===== config.mk =====
export PLATFORM = sky130hd
export DESIGN_NAME = sgp_fifo
export DESIGN_NICKNAME = d
export VERILOG_FILES = /design/src/rtl/sgp_pkg.sv /design/src/rtl/sgp_fifo.sv
export SDC_FILE = /design/constraint.sdc
export NUM_CORES = 1
export LEC_CHECK = 0
export BUFFER_PORTS_ARGS = -buffer_cell sky130_fd_sc_hd__buf_4
export CAP_MARGIN = 20
export CORE_ASPECT_RATIO = 0.6
export CORE_UTILIZATION = 45
export DETAILED_ROUTE_END_ITERATION = 10
export SLEW_MARGIN = 15
export SYNTH_ARGS = -nofsm -noshare
export SYNTH_HDL_FRONTEND = slang
export SYNTH_SLANG_ARGS = --single-unit

===== constraint.sdc =====
create_clock -name clk -period 4.5 [get_ports clk]
set_input_delay 0.675 -clock clk [delete_from_list [all_inputs] [get_ports clk]]
set_output_delay 0.675 -clock clk [all_outputs]
set_load 0.05 [all_outputs]

===== src/rtl/sgp_pkg.sv =====
// Shared types and constants for the selective grayscale pixel block.
// Used by sgp_front, sgp_fifo, sgp_back and the top level; no dependencies.
package sgp_pkg;

    localparam int CH_W           = 8;
    localparam int HUE_W          = 9;
    localparam int NUM_W          = 17;
    localparam int CFG_W          = 9;
    localparam int LUMA_W         = 24;
    localparam int HUE_DIV_STAGES = 9;
    localparam int OUT_DIV_STAGES = 8;
    localparam int QUEUE_DEPTH_DEF = 4;

    // Q0.16 luminance weights, summing to one
    localparam logic [15:0] LUMA_WR = 16'd13933;
    localparam logic [15:0] LUMA_WG = 16'd46871;
    localparam logic [15:0] LUMA_WB = 16'd4732;

    // floor(2^32 / 255), used for divide-by-255 with one correction step
    localparam logic [24:0] RECIP_255 = 25'h1010101;
    localparam logic [8:0]  FULL_ALPHA = 9'd255;

    localparam logic [CFG_W-1:0] TARGET_HUE_RST = 9'd0;
    localparam logic [CFG_W-1:0] HUE_SPREAD_RST = 9'd30;

    typedef enum logic {
        CFG_TARGET_HUE = 1'b0,
        CFG_HUE_SPREAD = 1'b1
    } cfg_index_t;

    // Classified pixel: channels, hue numerator and max-min denominator
    typedef struct packed {
        logic [CH_W-1:0]  red;
        logic [CH_W-1:0]  green;
        logic [CH_W-1:0]  blue;
        logic [CH_W-1:0]  alpha;
        logic [NUM_W-1:0] num;
        logic [CH_W-1:0]  dl;
    } sgp_item_t;

endpackage


===== src/rtl/sgp_fifo.sv =====
// Short queue between front and back ends, register based.
// Depends on sgp_pkg for the item type.
module sgp_fifo #(
    parameter int DEPTH = sgp_pkg::QUEUE_DEPTH_DEF
) (
    input  logic               clk,
    input  logic               rst_n,
    input  logic               push_valid,
    output logic               push_ready,
    input  sgp_pkg::sgp_item_t push_item,
    output logic               pop_valid,
    input  logic               pop_ready,
    output sgp_pkg::sgp_item_t pop_item
);

    localparam int PTR_W = (DEPTH > 1) ? $clog2(DEPTH) : 1;
    localparam int CNT_W = $clog2(DEPTH + 1);

    sgp_pkg::sgp_item_t mem [DEPTH];
    logic [PTR_W-1:0]   wr_ptr_reg, rd_ptr_reg;
    logic [CNT_W-1:0]   count_reg;
    logic               do_push, do_pop;

    assign push_ready = count_reg != CNT_W'(DEPTH);
    assign pop_valid  = count_reg != '0;
    assign pop_item   = mem[rd_ptr_reg];
    assign do_push    = push_valid && push_ready;
    assign do_pop     = pop_valid && pop_ready;

    always_ff @(posedge clk or negedge rst_n)
    begin
        if (!rst_n)
        begin
            wr_ptr_reg <= '0;
            rd_ptr_reg <= '0;
            count_reg  <= '0;
        end
        else
        begin
            if (do_push)
                wr_ptr_reg <= (wr_ptr_reg == PTR_W'(DEPTH - 1)) ? '0 : wr_ptr_reg + 1'b1;
            if (do_pop)
                rd_ptr_reg <= (rd_ptr_reg == PTR_W'(DEPTH - 1)) ? '0 : rd_ptr_reg + 1'b1;
            if (do_push && !do_pop)
                count_reg <= count_reg + 1'b1;
            else if (do_pop && !do_push)
                count_reg <= count_reg - 1'b1;
        end
    end

    always_ff @(posedge clk)
    begin
        if (do_push)
            mem[wr_ptr_reg] <= push_item;
    end

endmodule


# Word level (Yosys, flattened, before mapping)
# Memory sizes are Yosys's and may differ from the RTL's.
# Index checks and enable logic that the tools add are counted.
# W data, S select, Z words.
# word_totals
reg_bits	7
ram_bits	228
in_bits	61
output_inout_bits	59
elab_cells	25
mem_count	1
# op_classes
addsub	4
n_eq_ne	3
mux	6
n_reduce_logical	8
# mem_list
name	words	width	rd	rd_ports_with_merged_regs	write_ports	line_no	source
mem	4	57	1	0	1	sgp_fifo.sv:19	sgp_pkg::sgp_item_t mem [DEPTH];
# op_table
op	n
$mux W3	2
$add A2 B1 Y2 const B	2
$eq A2 B2 Y1 const B	2
$logic_and A1 B1 Y1	4
$mux W2	2
$add A3 B1 Y3 const B	1
$ne A3 B3 Y1 const B	1
$reduce_bool A3 Y1	1
$sub A3 B1 Y3 const B	1
$logic_not A1 Y1	2
$mux W1	2
$reduce_bool A2 Y1	1

# Depth between registers and ports, before layout
# logic_depth
ltp_word	6
ltp_mapped	8
mapped_depth_nobuf	8

# Least setup slack after synthesis
# Ideal clock, no wire load.
# synth_path
path_kind	input-to-reg
from	in push_valid
to	mem mem[0][0] (netlist bit) (enable)
setup_time_ns	0.421
arrival_time_ns	2.425
required_ns	4.079
setup_slack_ns	1.654
path_stages	2
n_path_buf	0
cell_sequence	a21boi_1 and2_1
# synth_via
elab_chain_cells	3
# synth_rtl
element	line_no	source
start, declared	sgp_fifo.sv:8	input logic push_valid,
$logic_and A1 B1 Y1	sgp_fifo.sv:27	assign do_push = push_valid && push_ready;
$mux W1	sgp_fifo.sv:53	if (do_push)
$mux W1 (not written as such)	sgp_fifo.sv:54	mem[wr_ptr_reg] <= push_item;
end, declared	sgp_fifo.sv:19	
# Every way passes these cells.

==> flow_summary.toml <==
[run_status]
status = "complete, no violations"

[sta]
post-route-min-period_ns = 3.28
finalSetupViolCount = 0
tns_ns = 0
fmax_ghz = 0.305
period_share_pct = 73.0
worst_pin_slew_ns = 0.895
finClkSkew_ns = 0.00819
finalHoldViolCount = 0
rsz0062_at_grt = "no"
drv_slew = 0
maxSlewHeadroom_pct = 40.3

[pwr]
switchingPower_uw = 3020
pwr-share-comb_pct = 39.1
power_switching_share_pct = 37.4
intPower_uw = 5060
leakage_uw = 0.00362
power_density_nw_per_um2 = 767
peakVddDrop_mv = 0.441
clockPowerShare_pct = 21.9
p_total_uw = 8080
seqPwrFrac_pct = 39.0

[logic_synthesis]
syn_area_per_cell_um2 = 25.9
async_reset_ff_share_pct = 2.98
synthXorXnorAreaFrac_pct = 0.303
synth_compound_area_share_pct = 0.0867
yosys.area.top_type = "edfxtp_1"
ys_types = 19
synthAdderAreaFrac_pct = 1.10
synth_enable_flop_cells = 228
synthCells = 335
synthMuxAreaShare_pct = 15.5
synth_most_common_cell = "edfxtp_1"
synthTopCellsByArea = "edfxtp_1 79%, mux4_2 15%, dfrtp_1 2.0%"
synth_top_family_by_area = "multiplexers"
yosysSeqAreaShare_pct = 81.1
ys_warn_count = 0
syn_nets = 403
synth_flop_cell = "edfxtp_1"
ys_ff_latch = 235
yosysTopAreaCellShare_pct = 79.0
syn-cell-area_um2 = 8660
synth_simple_gate_area_share_pct = 0.621
yosys-top-cells-count = "228 x edfxtp_1, 57 x mux4_2, 7 x dfrtp_1"

[grt]
grt_pass1_wl_um = 24300
grt_pass1_vias = 4095
grt_max_degree = 40
grt.total_usage_pct = 16.9
grt_antenna_before_repair = 0
grt.overflow.total = 0

[clock_tree]
cts_root_buf = "clkbuf_16"
path_clk_slew_ns = 0.07
cts_made_buffers = 21
htreeDepth = 1
cts_buffer_depth = 3
cts.sink_count = 235
insertion_delay_ns = 0.49
cts_tree = "yes"

[min_path]
whs_path_depth = 1
hold_start = "push_item[55]"
min_to = "mem[0][55]$_DFFE_PP_"
hold_class = "input port to flip-flop"

[setup_path]
path_class = "flip-flop to output pin"
worstPathRequired_ns = 3.83
r2r_start = "count_reg[0]$_DFFE_PN0P_"
cp.arrival_ns = 2.61
end_kind = "output pin"
r2r_cells = 4
reg2reg_slack_ns = 1.89
cp-start-kind = "flip-flop"
cp_max_fo = 34
r2r-end = "mem[0][14]$_DFFE_PP_"

[floorplanning]
die_area_um2 = 19800
fp.dieH_um = 109
ios = 120
die_w_um = 181
rows = 38
start_util_pct = 47.0
design.core.area_um2 = 18400

[detailed_routing]
drt_iter0_markers = 290
wirelength_um = 16000
vias = 3918
avgRoutedWirePerCell_um = 21.9
drc = 0
avgViaCountPerCell = 5.38
drt_first_pass_iters = 4
detail-route-antenna-nets = 0

[run]
drv_cap = 0

[cells_and_area]
fin_util_pct = 57.1
num-nets-final = 544
area_growth_pct = 21.6
diodes = 0
largest_reg_flops = 228
fin_area_um2 = 10500
drive_gt1_share_pct = 46.9

[placement]
placedInstanceArea_um2 = 9840
gp_congestion = 0.730
post-dp-hpwl_um = 9780
io_buffer_count = 119
[per-stage QoR]
step                hold slack (ns)  cells  setup slack, ns
global route                  0.363    728            0.986
global placement              0.491    692             1.67
floorplan                     0.379    335             1.65
finish                        0.384    728             1.22
CTS                           0.366    728             1.11
detailed placement            0.499    692             1.63
[power groups by stage]
| stage | Combinational [uW] | Clock [uW] | Sequential (uW) |
|---|---|---|---|
| floorplan | 2450 | 0 | 3030 |
| global placement | 3170 | 0 | 3190 |
| detailed placement | 3200 | 0 | 3220 |
| CTS | 3210 | 1820 | 3170 |
| global route | 3320 | 1910 | 3210 |
| finish | 3150 | 1770 | 3150 |
[worst max-delay path: stages (launching register included)]
cell and delay [ns]:
dfrtp_4 0.87, buf_4 0.43, mux4_2 0.58, buf_4 0.21
[cell families after synthesis]
logic type,Yosys count
and+or+nand+nor,11
DFF,235
AOI/OAI and AO/OA,1
xor gates and xnor gates,3
adders and majority gates,7
muxes,62
buffers and inverters,16
[worst max path at each step]
stage | cells after the start | to | slack [ns] | startpoint
finish | 3 | pop_item[42] | 1.22 | rd_ptr_reg[0]$_DFFE_PN0P_
global route | 3 | pop_item[42] | 0.99 | rd_ptr_reg[0]$_DFFE_PN0P_
CTS | 3 | pop_item[42] | 1.11 | rd_ptr_reg[0]$_DFFE_PN0P_
detailed placement | 4 | mem[0][25]$_DFFE_PP_ | 1.63 | push_valid
global placement | 3 | pop_item[46] | 1.67 | rd_ptr_reg[0]$_DFFE_PN0P_
floorplan | 2 | mem[0][0]$_DFFE_PP_ | 1.65 | push_valid
[area by class of cell]
| cell class | instances | area [um2] |
|---|---|---|
| inverters | 3 | 11.3 |
| clock buffers | 28 | 602 |
| clock inverters | 7 | 85.1 |
| fillers | 1375 | 7910 |
| well taps | 240 | 300 |
| multi-input cells | 84 | 1530 |
| flip-flops and latches | 235 | 7030 |
| repair buffers | 131 | 986 |
[routing by layer]
layer / GRT usage (%) / vias to the layer above / share of wire (%)
met3: 5.63 / 24 / 7.9
li1: - / 1709 / -
met5: 0 / - / 0
met4: 4.00 / 0 / 1.8
met1: 23.3 / 2060 / 44
met2: 26.3 / 125 / 46
[placed cells by master, fill, tap and decap left out, drive strengths merged]
cell,Yosys,layout
a21boi,1,1
and2,4,4
buf,13,130
bufinv,0,2
clkbuf,0,28
clkinv,0,4
clkinvlp,0,1
dfrtp,7,7
dlygate4sd3,0,1
edfxtp,228,228
fa,1,1
ha,6,6
inv,3,3
mux2,5,5
mux4,57,57
nand2,2,2
nor2,4,4
or3,1,1
xnor2,1,1
xor2,2,2
[repair_timing]
action / 4_1_cts / 5_1_grt
endpoints found under the hold margin: 7 / 0
resized for setup: 0 / 0
buffers inserted: 0 / 0
hold buffers: 1 / 0
No activity file was read; power rests on OpenSTA's default activity.
