**config.mk**
```make
export PLATFORM = sky130hd
export DESIGN_NAME = sgp_front
export DESIGN_NICKNAME = d
export VERILOG_FILES = /design/src/rtl/sgp_pkg.sv /design/src/rtl/sgp_front.sv
export SDC_FILE = /design/constraint.sdc
export NUM_CORES = 1
export LEC_CHECK = 0
export BUFFER_PORTS_ARGS = -buffer_cell sky130_fd_sc_hd__clkbuf_2
export CAP_MARGIN = 0
export CORE_ASPECT_RATIO = 1.25
export CORE_MARGIN = 1
export CORE_UTILIZATION = 42
export CTS_CLUSTER_DIAMETER = 80
export DETAILED_ROUTE_END_ITERATION = 12
export SETUP_SLACK_MARGIN = 0.3
export SLEW_MARGIN = 20
export SYNTH_ARGS = -nofsm -noshare
export SYNTH_HDL_FRONTEND = slang
export SYNTH_SLANG_ARGS = --single-unit
export TNS_END_PERCENT = 30
```
**constraint.sdc**
```tcl
create_clock -name clk -period 4.6 [get_ports clk]
set_clock_uncertainty 0.15 [all_clocks]
set_input_delay 0.69 -clock clk [delete_from_list [all_inputs] [get_ports clk]]
set_output_delay 0.69 -clock clk [all_outputs]
set_load 0.05 [all_outputs]
```
**src/rtl/sgp_pkg.sv**
```systemverilog
// Shared types and constants for the selective grayscale pixel block.
// Used by sgp_front, sgp_fifo, sgp_back and the top level; no dependencies.
package sgp_pkg;

    localparam int CH_W           = 8;
    localparam int HUE_W          = 9;
    localparam int NUM_W          = 17;
    localparam int CFG_W          = 9;
    localparam int LUMA_W         = 24;
    localparam int HUE_DIV_STAGES = 9;
    localparam int OUT_DIV_STAGES = 8;
    localparam int QUEUE_DEPTH_DEF = 4;

    // Q0.16 luminance weights, summing to one
    localparam logic [15:0] LUMA_WR = 16'd13933;
    localparam logic [15:0] LUMA_WG = 16'd46871;
    localparam logic [15:0] LUMA_WB = 16'd4732;

    // floor(2^32 / 255), used for divide-by-255 with one correction step
    localparam logic [24:0] RECIP_255 = 25'h1010101;
    localparam logic [8:0]  FULL_ALPHA = 9'd255;

    localparam logic [CFG_W-1:0] TARGET_HUE_RST = 9'd0;
    localparam logic [CFG_W-1:0] HUE_SPREAD_RST = 9'd30;

    typedef enum logic {
        CFG_TARGET_HUE = 1'b0,
        CFG_HUE_SPREAD = 1'b1
    } cfg_index_t;

    // Classified pixel: channels, hue numerator and max-min denominator
    typedef struct packed {
        logic [CH_W-1:0]  red;
        logic [CH_W-1:0]  green;
        logic [CH_W-1:0]  blue;
        logic [CH_W-1:0]  alpha;
        logic [NUM_W-1:0] num;
        logic [CH_W-1:0]  dl;
    } sgp_item_t;

endpackage

```
**src/rtl/sgp_front.sv**
```systemverilog
// Front end: accepts input words, finds max/min channel and hue sector.
// Depends on sgp_pkg.
module sgp_front (
    input  logic                        clk,
    input  logic                        rst_n,
    input  logic                        in_valid,
    output logic                        in_ready,
    input  logic [sgp_pkg::CH_W-1:0]    red_in,
    input  logic [sgp_pkg::CH_W-1:0]    green_in,
    input  logic [sgp_pkg::CH_W-1:0]    blue_in,
    input  logic [sgp_pkg::CH_W-1:0]    alpha_in,
    output logic                        q_valid,
    input  logic                        q_ready,
    output sgp_pkg::sgp_item_t          q_item
);

    logic               fr_valid_reg;
    sgp_pkg::sgp_item_t fr_item_reg;
    sgp_pkg::sgp_item_t fr_item_next;

    logic [7:0]         mx;
    logic [7:0]         mn;
    logic [7:0]         dl;
    logic signed [18:0] rs, gs, bs, dls, num_s;

    always_comb
    begin
        mx = red_in;
        mn = red_in;
        if (green_in > mx) mx = green_in;
        if (blue_in > mx)  mx = blue_in;
        if (green_in < mn) mn = green_in;
        if (blue_in < mn)  mn = blue_in;
        dl  = mx - mn;
        rs  = {11'b0, red_in};
        gs  = {11'b0, green_in};
        bs  = {11'b0, blue_in};
        dls = {11'b0, dl};
        if (dl == 8'd0)
        begin
            num_s = '0;
        end
        else if (mx == red_in)
        begin
            num_s = 19'sd60 * (gs - bs);
            if (num_s < 0)
                num_s = num_s + 19'sd360 * dls;
        end
        else if (mx == green_in)
        begin
            num_s = 19'sd120 * dls + 19'sd60 * (bs - rs);
        end
        else
        begin
            num_s = 19'sd240 * dls + 19'sd60 * (rs - gs);
        end
        fr_item_next.red   = red_in;
        fr_item_next.green = green_in;
        fr_item_next.blue  = blue_in;
        fr_item_next.alpha = alpha_in;
        fr_item_next.num   = num_s[16:0];
        // grey pixel: divide 0 by 1 so the hue comes out 0
        fr_item_next.dl    = (dl == 8'd0) ? 8'd1 : dl;
    end

    assign in_ready = !fr_valid_reg || q_ready;
    assign q_valid  = fr_valid_reg;
    assign q_item   = fr_item_reg;

    always_ff @(posedge clk or negedge rst_n)
    begin
        if (!rst_n)
            fr_valid_reg <= 1'b0;
        else if (in_valid && in_ready)
            fr_valid_reg <= 1'b1;
        else if (q_ready)
            fr_valid_reg <= 1'b0;
    end

    always_ff @(posedge clk)
    begin
        if (in_valid && in_ready)
            fr_item_reg <= fr_item_next;
    end

endmodule

```
### Yosys cells after proc, flatten, opt, wreduce, memory -nomap -nowiden

Index checks and enable logic that the tools add are counted.

| word-level totals | value |
|---|---|
| word-level logic and storage cells | 41 |
| output and inout port bits | 59 |
| bits in registers | 58 |
| bits of input ports | 36 |

| cells by class | value |
|---|---|
| $lt $le $gt $ge | 5 |
| equal/unequal tests | 2 |
| muxes and demuxes | 9 |
| multiply operators | 6 |
| add/sub/neg operators | 7 |
| reductions and logical operators | 5 |

Operators with widths:

| cell | count |
|---|---|
| 17-bit two-way mux | 3 |
| 5-bit by 9-bit multiplier with 14-bit output, first input constant | 3 |
| 8-bit two-way mux | 4 |
| 8-bit by 8-bit subtractor with 9-bit output | 3 |
| 4-bit by 8-bit multiplier with 12-bit output, first input constant | 2 |
| 16-bit by 16-bit adder with 17-bit output | 1 |
| 16-bit by 17-bit adder with 17-bit output | 1 |
| 17-bit by 16-bit adder with 17-bit output | 1 |
| 8-bit == test | 2 |
| 8-bit > comparator | 2 |
| 16-bit by 1-bit less-than comparator with 1-bit output, second input constant | 1 |
| 8-bit less-than comparator | 2 |
| 6-bit by 8-bit multiplier with 14-bit output, first input constant | 1 |
| 8-bit zero test | 1 |
| 8-bit subtractor | 1 |
| 1-bit two-way mux | 2 |
| 2-bit nonzero test | 1 |
| 1-bit logical AND | 1 |
| 1-bit zero test | 1 |
| 1-bit logical OR | 1 |

### Longest topological paths before layout

| logic depth | value |
|---|---|
| depth after elaboration | 9 |
| mapped depth | 46 |

### Worst setup path before layout

Ideal clock, no wire load.

| timing | value |
|---|---|
| path kind | input port to flip-flop |
| start | input port green_in[2] (netlist bit) |
| end | register fr_item_reg (netlist bit q_item[22]) (data pin) |
| cell stages on the path | 42 |
| path slack | -5.182 ns |
| arrival | 9.473 ns |
| setup time | 0.158 ns |
| cell sequence | clkbuf_1 -> inv_1 -> ha_1 -> and3b_4 -> o211ai_4 -> nand2_1 -> buf_2 -> a21oi_1 -> ha_1 -> nand4_1 -> or2_2 -> nor4b_1 -> or3_1 -> a21boi_2 -> nor2_2 -> buf_2 -> mux2i_1 -> ha_1 -> (+6 left out) -> inv_2 -> xnor2_1 -> fa_1 -> inv_1 -> fa_1 -> inv_1 -> ha_1 -> inv_1 -> o21ai_0 -> xor2_1 -> ha_1 -> o2111ai_1 -> nand3_1 -> o41ai_1 -> xnor2_1 -> mux2i_1 -> and2_1 -> a211oi_2 |

| between the ends | value |
|---|---|
| longest elaborated chain between the ends | 9 |

RTL lines:

| item | RTL line | text |
|---|---|---|
| start, declared | sgp_front.sv:9 | `input logic [sgp_pkg::CH_W-1:0] green_in,` |
| 8-bit > comparator / 8-bit less-than comparator (equally long branches) | sgp_front.sv:30, sgp_front.sv:32 |  |
| 8-bit two-way mux, on equally long branches | sgp_front.sv:30, sgp_front.sv:32 |  |
| 8-bit > comparator / 8-bit less-than comparator (equally long branches) | sgp_front.sv:31, sgp_front.sv:33 |  |
| 8-bit two-way mux, on equally long branches | sgp_front.sv:31, sgp_front.sv:33 |  |
| 8-bit subtractor (*) | sgp_front.sv:34 | `dl = mx - mn;` |
| via dl[7] | sgp_front.sv:23 | `logic [7:0] dl;` |
| 4-bit by 8-bit multiplier with 12-bit output / 6-bit by 8-bit multiplier with 14-bit output (equally long branches) | sgp_front.sv:51, sgp_front.sv:55, sgp_front.sv:47 |  |
| 17-bit by 16-bit adder with 17-bit output (tied with other cells) | sgp_front.sv:55 | `num_s = 19'sd240 * dls + 19'sd60 * (rs - gs);` |
| 17-bit two-way mux, on equally long branches | sgp_front.sv:49, sgp_front.sv:46 |  |
| 17-bit two-way mux | sgp_front.sv:43 | `else if (mx == red_in)` |
| end signal, assigned | sgp_front.sv:83 | `fr_item_reg <= fr_item_next;` |
| end, declared | sgp_front.sv:18 | `sgp_pkg::sgp_item_t fr_item_reg;` |

Mark *: on every way through the listed nets, which the timed path passes. The rest lies on a longest branch.
A chain may end at the register's enable or synchronous reset.

### Final worst setup path

| timing | value |
|---|---|
| start | input port red_in[6] (netlist bit) |
| end | register fr_item_reg (netlist bit q_item[22]) (data pin) |

| between the ends | value |
|---|---|
| longest elaborated chain between the ends | 9 |

RTL lines:

| item | RTL line | text |
|---|---|---|
| start, declared | sgp_front.sv:8 | `input logic [sgp_pkg::CH_W-1:0] red_in,` |
| 8-bit > comparator / 8-bit less-than comparator (equally long branches) | sgp_front.sv:30, sgp_front.sv:32 |  |
| 8-bit two-way mux, on equally long branches | sgp_front.sv:30, sgp_front.sv:32 |  |
| 8-bit > comparator / 8-bit less-than comparator (equally long branches) | sgp_front.sv:31, sgp_front.sv:33 |  |
| 8-bit two-way mux, on equally long branches | sgp_front.sv:31, sgp_front.sv:33 |  |
| 8-bit subtractor (*) | sgp_front.sv:34 |  |
| via dl[7] | sgp_front.sv:23 |  |
| 4-bit by 8-bit multiplier with 12-bit output / 6-bit by 8-bit multiplier with 14-bit output (equally long branches) | sgp_front.sv:51, sgp_front.sv:55, sgp_front.sv:47 |  |
| 17-bit by 16-bit adder with 17-bit output (tied with other cells) | sgp_front.sv:55 |  |
| 17-bit two-way mux, on equally long branches | sgp_front.sv:49, sgp_front.sv:46 |  |
| 17-bit two-way mux | sgp_front.sv:43 |  |

Marked as above.

==> results by group <==
Yosys
  – Mapped Cells: 1334
  – Top cells by area, synth: ha_1, edfxtp_1, fa_1, xnor2_1, inv_1
  – Seq/Total Area, Yosys: 14.6%
  – EDFF count, synth: 55
  – Synthesized area per cell: 8.59 um^2
  – Ys async rst share: 1.79%
  – Share of the synthesized area in the top cell type: 21.1%
  – Synth warn: 0
  – Main flop type after synthesis: edfxtp_1
  – Netlist cell types: 91
  – Top cell type by total area after synthesis: ha_1
  – Mapped Area: 0.0115 mm^2
  – Yosys reg bits: 56

Cells and area
  – Fin nets: 2167
  – Filler cells: 2308
  – Layout cells sized above 1: 40.2%
  – Diode count: 0
  – Final Instance Area: 0.0171 mm^2
  – Layout area overhead: 49.0%
  – Cell Count, Final, Fillers Out: 2221

Floorplanning
  – Initial Util: 42.7%
  – DIE AREA: 0.0280 mm^2
  – Core area: 0.0268 mm^2
  – Ports: 95
  – Row count: 67
  – Die X: 150 um
  – Die height: 187 um

GRT
  – Global-route wire length before repair: 56900 um
  – Pin count of the biggest net entering global routing: 47
  – GR Util All Layers: 26.2%
  – Vias in the first global route: 11500
  – Initial antenna violation count: 0
  – GR Overflow Total: 0

Clock tree
  – Worst-Skew Late Latency: 0.33 ns
  – CTS clock-pin slew for the worst setup and hold paths: 0.09 ns
  – CTS Buf Count: 5
  – Maximum clock path buffer count: 2
  – CTS tree: yes
  – Sink Count: 56
  – H-tree depth: 2
  – Root buffer cell: clkbuf_16

Routing
  – DRT iter0 DRCs: 494
  – DR WL/cell: 16.4 um
  – DR vias: 11400
  – Router iterations before antenna repair: 5
  – Post-route ant nets: 0
  – Vias/cell: 5.13
  – WL final: 36400 um
  – DRC: 0

Critical path
  – Nature of the critical path startpoint: input port
  – Most frequent CP cell: ha_4
  – Reg2Reg Launch Point: q_valid
  – Worst r2r path cells: 3
  – Critical Path Fanout Max: 7
  – Req. time, crit path: 4.53 ns
  – CP Buf/Inv Count: 7
  – Crit-path max cell delay: 0.52 ns
  – Reg2Reg Capture Point: q_item[23]
  – Crit end category: flop
  – Crit path max-delay cell type: fa_1
  – Stages on worst setup path: 40
  – Worst path arrival time: 8.37 ns
  – Critical path class: input port to flop
  – R2R Setup Slk: 2.63 ns
  – CP delay by family, top: adder cells

Timing
  – Fin. max-slew vios: 0
  – Slew HR: 55.7%
  – Tcrit/Tclk final: 183%
  – Tightest Pin Transition: 0.664 ns
  – Worst setup margin: -3.84 ns
  – Final setup viols: 22
  – Min cycle time layout: 8.44 ns
  – Final count of hold timing violations: 0
  – Max Freq: 118 MHz
  – RSZ-0062 raised after global routing: true

Outcome
  – Violated checks: setup timing
  – Status: finished, violations left

Min path
  – HP Start: alpha_in[3]
  – Sink of the worst hold path: q_item[28]
  – Worst min path class: input port to flop
  – Hold path depth: 1

Placement
  – Setup WS pre-CTS: -4.64 ns
  – Area of placed instances: 0.0157 mm^2
  – Dpl cells: 2170
  – Port Buf Inserts: 92
  – Placer Congestion: 0.926
  – Dpl hpwl: 30200 um

Job
  – Max-cap viol count: 0
-- placed cells by master, fill, tap and decap left out, drive strengths merged, types with 16 or more instances in the layout --
cell type / count
a211oi: 21
a21boi: 16
a21o: 33
a21oi: 87
buf: 473
clkbuf: 87
edfxtp: 55
fa: 63
ha: 193
inv: 226
mux2i: 18
nand2: 75
nand2b: 16
nand3: 19
nor2: 79
nor3: 25
o21ai: 78
xnor2: 100
xor2: 40
-- registers in the layout, indices dropped and copies added, names as in the netlist --
name     cells
q_item      55
q_valid      1
-- how the worst max path moves through the flow --
stage / from / to
CTS: green_in[1] / q_item[22]
global route: red_in[6] / q_item[22]
finish: red_in[6] / q_item[22]
detailed placement: green_in[4] / q_item[22]
floorplan: green_in[2] / q_item[23]
global placement: green_in[7] / q_item[22]
-- timing repair --
| action | in CTS | in global routing |
|---|---|---|
| buffers inserted | 27 | 15 |
| hold endpoints to repair | 1 | 0 |
| endpoints found under the setup margin | 23 | 23 |
| gates resized for setup | 105 | 94 |
| hold buffers | 1 | 0 |
| pin swaps | 58 | 60 |
-- layer usage --
layer	global-route usage (%)	vias up	part of all wire [%]
li1	-	5681	-
met1	31.7	5470	42
met2	48.2	199	53
met3	1.91	49	3.2
met4	8.35	0	2.4
met5	0	-	0
-- layout make-up --
type | count | area [um^2] | share of cell area, %
Sequential cell | 56 | 1680 | 9.81
Tap cell | 345 | 432 | 2.53
Multi-Input combinational cell | 1029 | 9780 | 57.2
Clock inverter | 3 | 46.3 | 0.271
Inverter | 227 | 880 | 5.15
Clock buffer | 5 | 125 | 0.732
Timing Repair Buffer | 556 | 4150 | 24.3
-- cell families (layout without fill, tap and decap cells) --
kind of cell | Yosys count | after routing | synth area share [%]
muxes | 21 | 21 | 1.87
and+or+nand+nor | 291 | 291 | 12.8
AOI/OAI and AO/OA | 319 | 319 | 18.7
xor gates and xnor gates | 140 | 140 | 11.2
other | 1 | 2 | 0.0327
DFF | 56 | 56 | 14.6
adders and majority gates | 256 | 256 | 32.1
buffers and inverters | 250 | 791 | 8.70
-- worst register-to-register path: cells and delay by family, from the launching register on --
kind          cells  cell delay (ns)
buf+inv           1             0.59
simple gates      2             0.43
flops             1             0.38
-- per-stage QoR --
step           hold WS [ns]  TNS, ns  util (%)
4_1_cts               0.363   -51.99      61.8
2_1_floorplan         0.244   -60.15         -
3_3_place_gp          0.315   -66.47      58.5
5_1_grt               0.365   -57.12      63.7
3_5_place_dp          0.316   -69.34      58.5
6_report              0.373   -50.93      63.7
-- synthesized netlist by cell type (all sizes together), types with 19 or more instances --
library cell    n
xnor2         100
edfxtp         55
fa             63
xor2           40
ha            193
nor2           79
inv           226
a211oi         21
nand3          19
a21o           33
a21oi          87
nand2          75
o21ai          78
nor3           25
Power is not shown: default switching activity piles up to over one toggle a cycle in this logic, so the estimate is an artifact.
