==> src/rtl/sgp_pkg.sv <==
// Shared types and constants for the selective grayscale pixel block.
// Used by sgp_front, sgp_fifo, sgp_back and the top level; no dependencies.
package sgp_pkg;

    localparam int CH_W           = 8;
    localparam int HUE_W          = 9;
    localparam int NUM_W          = 17;
    localparam int CFG_W          = 9;
    localparam int LUMA_W         = 24;
    localparam int HUE_DIV_STAGES = 9;
    localparam int OUT_DIV_STAGES = 8;
    localparam int QUEUE_DEPTH_DEF = 4;

    // Q0.16 luminance weights, summing to one
    localparam logic [15:0] LUMA_WR = 16'd13933;
    localparam logic [15:0] LUMA_WG = 16'd46871;
    localparam logic [15:0] LUMA_WB = 16'd4732;

    // floor(2^32 / 255), used for divide-by-255 with one correction step
    localparam logic [24:0] RECIP_255 = 25'h1010101;
    localparam logic [8:0]  FULL_ALPHA = 9'd255;

    localparam logic [CFG_W-1:0] TARGET_HUE_RST = 9'd0;
    localparam logic [CFG_W-1:0] HUE_SPREAD_RST = 9'd30;

    typedef enum logic {
        CFG_TARGET_HUE = 1'b0,
        CFG_HUE_SPREAD = 1'b1
    } cfg_index_t;

    // Classified pixel: channels, hue numerator and max-min denominator
    typedef struct packed {
        logic [CH_W-1:0]  red;
        logic [CH_W-1:0]  green;
        logic [CH_W-1:0]  blue;
        logic [CH_W-1:0]  alpha;
        logic [NUM_W-1:0] num;
        logic [CH_W-1:0]  dl;
    } sgp_item_t;

endpackage

==> src/rtl/sgp_back.sv <==
// Back end: pipelined hue divide, blend weight, luminance and blend divide.
// Depends on sgp_pkg; all stages advance together on one enable.
module sgp_back (
    input  logic                        clk,
    input  logic                        rst_n,
    input  logic                        s_valid,
    output logic                        s_ready,
    input  sgp_pkg::sgp_item_t          s_item,
    input  logic [sgp_pkg::CFG_W-1:0]   target_hue,
    input  logic [sgp_pkg::CFG_W-1:0]   hue_spread,
    output logic                        out_valid,
    input  logic                        out_ready,
    output logic [sgp_pkg::CH_W-1:0]    red_out,
    output logic [sgp_pkg::CH_W-1:0]    green_out,
    output logic [sgp_pkg::CH_W-1:0]    blue_out,
    output logic [sgp_pkg::CH_W-1:0]    alpha_out
);

    localparam int NH      = sgp_pkg::HUE_DIV_STAGES;
    localparam int ND      = sgp_pkg::OUT_DIV_STAGES;
    localparam int NUM_W   = sgp_pkg::NUM_W;
    localparam int HUE_W   = sgp_pkg::HUE_W;
    localparam int ST_W    = NH;
    localparam int ST_M1   = NH + 1;
    localparam int ST_M2   = NH + 2;
    localparam int ST_M3   = NH + 3;
    localparam int ST_DIV0 = NH + 4;
    localparam int NST     = NH + 4 + ND;

    logic [NST-1:0] v_reg;
    logic           adv;

    assign adv       = !v_reg[NST-1] || out_ready;
    assign s_ready   = adv;
    assign out_valid = v_reg[NST-1];

    always_ff @(posedge clk or negedge rst_n)
    begin
        if (!rst_n)
            v_reg <= '0;
        else if (adv)
            v_reg <= {v_reg[NST-2:0], s_valid};
    end

    // hue divider: one quotient bit per stage, remainder kept in num
    sgp_pkg::sgp_item_t hit_reg [NH];
    logic [HUE_W-1:0]   hq_reg  [NH];
    sgp_pkg::sgp_item_t hit_src [NH];
    logic [HUE_W-1:0]   hq_src  [NH];
    sgp_pkg::sgp_item_t hit_next[NH];
    logic [HUE_W-1:0]   hq_next [NH];

    always_comb
    begin
        logic [NUM_W-1:0] dsh;
        hit_src[0] = s_item;
        hq_src[0]  = '0;
        for (int j = 1; j < NH; j++)
        begin
            hit_src[j] = hit_reg[j-1];
            hq_src[j]  = hq_reg[j-1];
        end
        for (int j = 0; j < NH; j++)
        begin
            dsh         = NUM_W'(hit_src[j].dl) << (NH - 1 - j);
            hit_next[j] = hit_src[j];
            if (hit_src[j].num >= dsh)
            begin
                hit_next[j].num = hit_src[j].num - dsh;
                hq_next[j]      = {hq_src[j][HUE_W-2:0], 1'b1};
            end
            else
            begin
                hq_next[j] = {hq_src[j][HUE_W-2:0], 1'b0};
            end
        end
    end

    always_ff @(posedge clk)
    begin
        if (adv)
        begin
            for (int j = 0; j < NH; j++)
            begin
                hit_reg[j] <= hit_next[j];
                hq_reg[j]  <= hq_next[j];
            end
        end
    end

    // weight and luminance stage
    sgp_pkg::sgp_item_t px_w;
    logic [HUE_W-1:0]   hue;
    logic [8:0]         diff;
    logic [8:0]         wn_next, wd_next;
    logic [23:0]        lum_next;

    assign px_w = hit_reg[NH-1];
    assign hue  = hq_reg[NH-1];

    always_comb
    begin
        diff = (target_hue >= hue) ? target_hue - hue : hue - target_hue;
        if (hue_spread == '0)
        begin
            wn_next = (diff == '0) ? 9'd0 : 9'd1;
            wd_next = 9'd1;
        end
        else if (diff <= hue_spread)
        begin
            wn_next = diff;
            wd_next = hue_spread;
        end
        else
        begin
            wn_next = 9'd1;
            wd_next = 9'd1;
        end
        lum_next = 24'(sgp_pkg::LUMA_WR * px_w.red)
                 + 24'(sgp_pkg::LUMA_WG * px_w.green)
                 + 24'(sgp_pkg::LUMA_WB * px_w.blue);
    end

    logic [8:0]  w_wn_reg, w_wd_reg;
    logic [23:0] w_lum_reg;
    logic [7:0]  w_ch_reg [4];

    logic [31:0] m1_al_reg;
    logic [8:0]  m1_wn_reg, m1_wd_reg, m1_wdn_reg;
    logic [7:0]  m1_ch_reg [4];

    logic [24:0] m2_p_reg;
    logic [16:0] m2_ct_reg [4];
    logic [8:0]  m2_wd_reg;

    logic [16:0] m3_qe_reg;
    logic [24:0] m3_p_reg;
    logic [16:0] m3_ct_reg [4];
    logic [8:0]  m3_wd_reg;

    logic [16:0] t_next [4];
    logic [24:0] r255;
    logic [16:0] grey;
    logic [40:0] wal;
    logic [49:0] qprod;

    always_comb
    begin
        wal   = 41'(m1_wn_reg) * 41'(m1_al_reg);
        qprod = 50'(m2_p_reg) * 50'(sgp_pkg::RECIP_255);
        // the estimate is at most one short of the true quotient
        r255  = m3_p_reg - 25'(m3_qe_reg) * 25'd255;
        grey  = (r255 >= 25'd255) ? m3_qe_reg + 17'd1 : m3_qe_reg;
        for (int i = 0; i < 3; i++)
            t_next[i] = m3_ct_reg[i] + grey;
        t_next[3] = m3_ct_reg[3];
    end

    always_ff @(posedge clk)
    begin
        if (adv)
        begin
            w_wn_reg    <= wn_next;
            w_wd_reg    <= wd_next;
            w_lum_reg   <= lum_next;
            w_ch_reg[0] <= px_w.red;
            w_ch_reg[1] <= px_w.green;
            w_ch_reg[2] <= px_w.blue;
            w_ch_reg[3] <= px_w.alpha;

            m1_al_reg  <= 32'(w_ch_reg[3]) * 32'(w_lum_reg);
            m1_wn_reg  <= w_wn_reg;
            m1_wd_reg  <= w_wd_reg;
            m1_wdn_reg <= w_wd_reg - w_wn_reg;
            for (int i = 0; i < 4; i++)
                m1_ch_reg[i] <= w_ch_reg[i];

            m2_p_reg  <= wal[40:16];
            for (int i = 0; i < 3; i++)
                m2_ct_reg[i] <= 17'(m1_wdn_reg) * 17'(m1_ch_reg[i]);
            m2_ct_reg[3] <= 17'(m1_wdn_reg) * 17'(m1_ch_reg[3])
                          + 17'(m1_wn_reg) * 17'(sgp_pkg::FULL_ALPHA);
            m2_wd_reg <= m1_wd_reg;

            m3_qe_reg <= qprod[48:32];
            m3_p_reg  <= m2_p_reg;
            for (int i = 0; i < 4; i++)
                m3_ct_reg[i] <= m2_ct_reg[i];
            m3_wd_reg <= m2_wd_reg;
        end
    end

    // blend divider: four dividends share one divisor, one bit per stage
    logic [16:0] d_rem_reg [ND][4];
    logic [7:0]  d_q_reg   [ND][4];
    logic [8:0]  d_wd_reg  [ND];
    logic [16:0] d_rem_src [ND][4];
    logic [7:0]  d_q_src   [ND][4];
    logic [8:0]  d_wd_src  [ND];
    logic [16:0] d_rem_next[ND][4];
    logic [7:0]  d_q_next  [ND][4];

    always_comb
    begin
        logic [16:0] dsh;
        for (int i = 0; i < 4; i++)
        begin
            d_rem_src[0][i] = t_next[i];
            d_q_src[0][i]   = '0;
        end
        d_wd_src[0] = m3_wd_reg;
        for (int j = 1; j < ND; j++)
        begin
            for (int i = 0; i < 4; i++)
            begin
                d_rem_src[j][i] = d_rem_reg[j-1][i];
                d_q_src[j][i]   = d_q_reg[j-1][i];
            end
            d_wd_src[j] = d_wd_reg[j-1];
        end
        for (int j = 0; j < ND; j++)
        begin
            dsh = 17'(d_wd_src[j]) << (ND - 1 - j);
            for (int i = 0; i < 4; i++)
            begin
                if (d_rem_src[j][i] >= dsh)
                begin
                    d_rem_next[j][i] = d_rem_src[j][i] - dsh;
                    d_q_next[j][i]   = {d_q_src[j][i][6:0], 1'b1};
                end
                else
                begin
                    d_rem_next[j][i] = d_rem_src[j][i];
                    d_q_next[j][i]   = {d_q_src[j][i][6:0], 1'b0};
                end
            end
        end
    end

    always_ff @(posedge clk)
    begin
        if (adv)
        begin
            for (int j = 0; j < ND; j++)
            begin
                for (int i = 0; i < 4; i++)
                begin
                    d_rem_reg[j][i] <= d_rem_next[j][i];
                    d_q_reg[j][i]   <= d_q_next[j][i];
                end
                d_wd_reg[j] <= d_wd_src[j];
            end
        end
    end

    assign red_out   = d_q_reg[ND-1][0];
    assign green_out = d_q_reg[ND-1][1];
    assign blue_out  = d_q_reg[ND-1][2];
    assign alpha_out = d_q_reg[ND-1][3];

    a_hue_range: assert property (@(posedge clk) disable iff (!rst_n)
        v_reg[NH-1] |-> hq_reg[NH-1] < HUE_W'(360))
        else $error("hue out of range");

    a_weight_order: assert property (@(posedge clk) disable iff (!rst_n)
        v_reg[ST_W] |-> (w_wn_reg <= w_wd_reg) && (w_wd_reg != '0))
        else $error("blend weight above one or zero denominator");

    a_div_fits: assert property (@(posedge clk) disable iff (!rst_n)
        v_reg[ST_DIV0] |-> (18'(d_q_reg[0][3]) << 7) + 18'(d_rem_reg[0][3])
                           < (18'(d_wd_reg[0]) << 8))
        else $error("blend quotient exceeds 8 bits");

    a_grey_corr: assert property (@(posedge clk) disable iff (!rst_n)
        v_reg[ST_M3] |-> 25'(m3_qe_reg) * 25'd255 <= m3_p_reg)
        else $error("reciprocal estimate too large");

    a_m_chain: assert property (@(posedge clk) disable iff (!rst_n)
        v_reg[ST_M1] && adv |=> v_reg[ST_M2])
        else $error("pipeline valid chain broken");

endmodule

==> config.mk <==
export PLATFORM = sky130hd
export DESIGN_NAME = sgp_back
export DESIGN_NICKNAME = d
export VERILOG_FILES = /design/src/rtl/sgp_pkg.sv /design/src/rtl/sgp_back.sv
export SDC_FILE = /design/constraint.sdc
export NUM_CORES = 2
export LEC_CHECK = 0
export BUFFER_PORTS_ARGS = -buffer_cell sky130_fd_sc_hd__clkbuf_2
export CAP_MARGIN = 10
export CELL_PAD_IN_SITES_DETAIL_PLACEMENT = 0
export CELL_PAD_IN_SITES_GLOBAL_PLACEMENT = 2
export CORE_ASPECT_RATIO = 1.75
export CORE_MARGIN = 4
export CORE_UTILIZATION = 30
export CTS_CLUSTER_DIAMETER = 100
export DETAILED_ROUTE_END_ITERATION = 6
export PLACE_DENSITY = 0.55
export RECOVER_POWER = 50
export SLEW_MARGIN = 20
export SYNTH_ARGS = -nofsm -noshare
export SYNTH_HDL_FRONTEND = slang
export SYNTH_SLANG_ARGS = --single-unit
==> constraint.sdc <==
create_clock -name clk -period 147.8 [get_ports clk]
set_input_delay 7.39 -clock clk [delete_from_list [all_inputs] [get_ports clk]]
set_output_delay 7.39 -clock clk [all_outputs]
set_load 0.01 [all_outputs]
**Yosys cells after proc, flatten, opt, wreduce, memory -nomap -nowiden**

Memory sizes are Yosys's and may differ from the RTL's.
Cells that the tools add are included.

- Memories: 9
- Flip-flop bits (word level): 207
- Input bits: 79
- Bits in writable memories: 1666
- Bits in read-only memories: 0
- Bits in latches: 0
- Logic and storage cells: 225

- Div/mod/pow operators: 0
- Bitwise logic cells: 1
- $mul: 12
- Muxes and demuxes: 89
- Reductions and logical operators: 5
- Equal/unequal tests: 0
- $lt $le $gt $ge: 44
- Shifts and indexed selects: 0
- Add/sub/neg operators: 52

Memory list:

| name | depth | width | rd ports | clocked after Yosys merged registers in | wr ports | RTL line | RTL |
|---|---|---|---|---|---|---|---|
| d_rem_reg | 8 | 68 | 7 | 0 | 8 | sgp_back.sv:194 | `logic [16:0] d_rem_reg [ND][4];` |
| hit_reg | 9 | 57 | 9 | 0 | 9 | sgp_back.sv:46 | `sgp_pkg::sgp_item_t hit_reg [NH];` |
| d_q_reg | 8 | 32 | 8 | 0 | 8 | sgp_back.sv:195 | `logic [7:0] d_q_reg [ND][4];` |
| hq_reg | 9 | 9 | 9 | 0 | 9 | sgp_back.sv:47 | `logic [HUE_W-1:0] hq_reg [NH];` |
| d_wd_reg | 8 | 9 | 7 | 0 | 8 | sgp_back.sv:196 | `logic [8:0] d_wd_reg [ND];` |
| m2_ct_reg | 4 | 17 | 4 | 0 | 4 | sgp_back.sv:133 | `logic [16:0] m2_ct_reg [4];` |
| 3 more memories | - | - | - | - | - | - |  |

Operators by type and width:

| cell | count |
|---|---|
| 17-bit two-way mux | 42 |
| 17-bit by 10-bit greater-or-equal comparator with 1-bit output | 5 |
| 17-bit by 11-bit greater-or-equal comparator with 1-bit output | 5 |
| 17-bit by 12-bit greater-or-equal comparator with 1-bit output | 5 |
| 17-bit by 13-bit greater-or-equal comparator with 1-bit output | 5 |
| 17-bit by 14-bit greater-or-equal comparator with 1-bit output | 5 |
| 17-bit by 15-bit greater-or-equal comparator with 1-bit output | 5 |
| 17-bit by 16-bit greater-or-equal comparator with 1-bit output | 5 |
| 17-bit by 9-bit greater-or-equal comparator with 1-bit output | 5 |
| 17-bit by 10-bit subtractor with 17-bit output | 5 |
| 17-bit by 11-bit subtractor with 17-bit output | 5 |
| 17-bit by 12-bit subtractor with 17-bit output | 5 |
| 17-bit by 13-bit subtractor with 17-bit output | 5 |
| 17-bit by 14-bit subtractor with 17-bit output | 5 |
| 17-bit by 15-bit subtractor with 17-bit output | 5 |
| 17-bit by 16-bit subtractor with 17-bit output | 5 |
| 17-bit by 9-bit subtractor with 17-bit output | 5 |
| 17-bit adder | 4 |
| 9-bit by 8-bit multiplier with 17-bit output | 4 |
| 25-bit by 25-bit multiplier with 49-bit output, second input constant | 1 |
| 1-bit two-way mux | 44 |
| 9-bit by 32-bit multiplier with 41-bit output | 1 |
| 8-bit by 24-bit multiplier with 32-bit output | 1 |
| 9-bit two-way mux | 3 |
| 20 further kinds | 23 |

**Depth between registers and ports, before layout**

- Word-level depth: 7
- Depth in mapped cells: 45

**Least setup slack after synthesis**

OpenSTA, ideal clock, no wires.

- Kind: input-to-output
- Start point: input out_ready
- End point: output s_ready
- Path buffers: 1
- Cell stages on the path: 2
- Path slack: 89.662 ns
- Data required time: 140.410 ns
- Data arrival time: 50.748 ns
- Cell sequence: nand2b_1 -> buf_1

- Word-level cells in the longest chain between the ends: 1

Ends and longest elaborated chain:

| element | RTL line | RTL |
|---|---|---|
| start: declaration | sgp_back.sv:12 | `input logic out_ready,` |
| 1-bit logical OR | sgp_back.sv:33 | `assign adv = !v_reg[NST-1] \|\| out_ready;` |
| end: declaration | sgp_back.sv:7 | `output logic s_ready,` |

Every way passes these cells.

**Worst setup path in the final report**

Same ends and word-level chain as after synthesis.

==> flow_summary_export.csv <==
group,metric,value,unit
global_route,grt_max_degree,188,
timing,finalMaxSlewViolations,195,
clock_tree,cts-root-buf,"clkbuf_16",
timing,maxSlewHeadroom,-0.5811,
route,drt_first_pass_iters,5,
global_route,overflow,0,
clock_tree,cts_buffers,180,
timing,timing.setup.tns,0,ns
timing,setup_viol,0,
finish,fin_nets,11530,
timing,clock_skew,0.08449,ns
finish,areaGrowthSynthToFinish,11.26,%
synthesis,syn_nets,11350,
route,ant_nets,0,
finish,largest_register_ffs,488,
placement,routabilityCongestion,0.8412,
clock_tree,cts_hold_buf,0,
clock_tree,postCtsResizedCells,0,
floorplanning,chipHeight,809.4,µm
synthesis,synth.distinct_cells,82,
synthesis,avgSynthCellArea,11.78,µm²
finish,fin_util,0.3347,
clock_tree,cts.clk_slew.worst_paths,0.07,ns
critical_path,path_class,"input port to primary output",
timing,fin_crit_sh,0.1128,
timing,min_period,16.67,ns
clock_tree,h-tree-depth,4,
route,via_per_inst,4.533,
critical_path,endpoint_kind,"primary output",
clock_tree,worstSkewPairLatency,0.88,ns
hold_path,hp-class,"flop to flop",
route,drt_iter0_drc,2262,
floorplanning,fp.dieW,465.9,µm
critical_path,worstPathRequired,140.41,ns
route,post-route-drc-count,0,
synthesis,synth_edf_count,1602,
synthesis,yosysWarnings,0,
clock_tree,clock_sinks,1623,
global_route,antenna_found_initial,7,
clock_tree,cts_tree,"yes",
timing,final_hold_viol_count,0,
global_route,grt_pass1_wl,439.8,mm
synthesis,synth-seq-area-share,0.4417,
status,outcome,"finished with violations",
synthesis,netlist_area,110100,µm²
placement,io_buffers,112,
timing,worst_pin_slew,2.372,ns
timing,max_freq,59.98,MHz
global_route,track_usage,0.1539,
critical_path,crit_arrival,9.28,ns
global_route,grt_pass1_vias,73150,
placement,hpwl,233.5,mm
critical_path,start_kind,"input port",
synthesis,synthCells,9345,
floorplanning,ios,113,
floorplanning,dieArea,377100,µm²
route,dr_total_vias,65930,
clock_tree,post_cts_buffers,0,
finish,drive_gt1_frac,0.05321,
floorplanning,core_area,366000,µm²
synthesis,synth-main-ff-cell,"edfxtp_1",
clock_tree,ctsLongestPathBuffers,4,
status,violations,"capacitance limit, slew limit",
synthesis,synth-async-reset-ratio,0.01294,
floorplanning,start_util,0.3008,
floorplanning,rows,294,
route,routedWlPerCell,19.81,µm
synthesis,ys_ff_latch,1623,
timing,rsz0062_at_grt,"no",
critical_path,crit_fanout,38,
job,max-cap-violations,7,
route,wl,288.2,mm
[worst max-delay path, cell delays in order]
cell and delay, ns:
clkbuf_2 0.08, nand2b_1 1.41, clkbuf_2 0.35
[cells in the final DEF, fill, tap and decap left out, drive strengths merged, types with 61 or more instances in the layout]
master	n
edfxtp	1602
inv	1489
ha	1060
fa	861
nand2	725
a21oi	460
nor2	407
and2	356
xnor2	342
clkbuf	341
o21ai	303
a21o	204
xor2	193
nand2b	134
nor2b	128
nand3	103
nor3	103
mux2	68
clkinv	66
nand4	61
[cell usage after synthesis (all sizes together) (8+ instances only)]
library cell | number | area (µm²)
a211oi | 37 | 277.8
nand4b | 25 | 219.0
nand3 | 103 | 515.5
o211ai | 14 | 110.1
a21o | 204 | 1531
dfrtp | 21 | 525.5
edfxtp | 1602 | 48110
a21oi | 460 | 2310
nor4 | 60 | 375.4
fa | 861 | 17240
mux2 | 68 | 825.8
and2 | 356 | 2227
xor2 | 193 | 1690
nand2 | 725 | 2739
nor2b | 128 | 800.8
mux2i | 37 | 370.4
xnor2 | 342 | 2995
a31oi | 21 | 131.4
buf | 15 | 65.06
o2111ai | 9 | 78.83
inv | 1479 | 5552
clkbuf | 168 | 630.6
nor3 | 103 | 515.5
nand4 | 61 | 381.6
o21ai | 303 | 1520
or4 | 25 | 187.7
and4 | 8 | 72.57
or3 | 18 | 112.6
a21boi | 49 | 367.8
ha | 1060 | 13260
and3 | 26 | 162.7
o31ai | 26 | 195.2
nand2b | 134 | 838.3
nor2 | 407 | 1528
o21bai | 47 | 352.8
or2 | 14 | 87.58
o21a | 27 | 202.7
nand3b | 12 | 90.09
[kinds of logic (layout without fill, tap and decap cells)]
kind of cell / count (synthesis) / count (layout) / synth area share
flops: 1623 / 1623 / 0.4417
mux: 105 / 105 / 0.01086
buf+inv: 1662 / 1976 / 0.05674
xor+xnor: 538 / 538 / 0.04320
fa+ha+maj: 1921 / 1921 / 0.2770
compound gates: 1263 / 1263 / 0.06957
simple gates: 2233 / 2233 / 0.1009
other cells: 0 / 2 / 0
[through the flow]
stage               instance area (µm²)  hold WS (ns)  cells  setup slack [ns]
floorplan                        110100        0.4003   9345             89.66
global placement                 116800        0.4007  14230            132.14
detailed placement               116800        0.4045  14230            132.15
CTS                              122600        0.3307  14540            132.14
global route                     122500        0.3515  14550            130.80
finish                           122500        0.3365  14550            131.13
[per-layer routing]
metal	global-route usage	wire length (µm)	part of all wire	vias up
li1	-	-	-	31970
met1	0.1369	91990	0.32	32730
met2	0.3300	173300	0.60	752
met3	0.01414	5571	0.019	483
met4	0.07688	17290	0.060	0
met5	0	0	0	-
[path summary, 6_finish.rpt]
path / startpoint / endpoint / slack (ns) / cells past startpoint
min in group asynchronous: rst_n / v_reg[19] / 6.76 / 1
max: out_ready / s_ready / 131.13 / 3
min reg2reg: m2_ct_reg[2][5] / m3_ct_reg[2][5] / 0.34 / 0
min: m2_ct_reg[2][5] / m3_ct_reg[2][5] / 0.34 / 0
max reg2reg: m3_qe_reg[16] / d_rem_reg[0][26] / 136.04 / 37
max in group asynchronous: rst_n / v_reg[3] / 140.37 / 1
[area by class of cell]
| type | count | area (µm²) |
|---|---|---|
| diodes | 2 | 5.005 |
| clock buffers | 209 | 4677 |
| clock inverters | 107 | 1176 |
| fillers | 36660 | 243500 |
| inverters | 1479 | 5552 |
| multi-input cells | 6060 | 55330 |
| flip-flops and latches | 1623 | 48630 |
| well taps | 4884 | 6111 |
| repair buffers | 181 | 1018 |
Power is not shown: default switching activity piles up to over one toggle a cycle in this logic, so the estimate is an artifact.
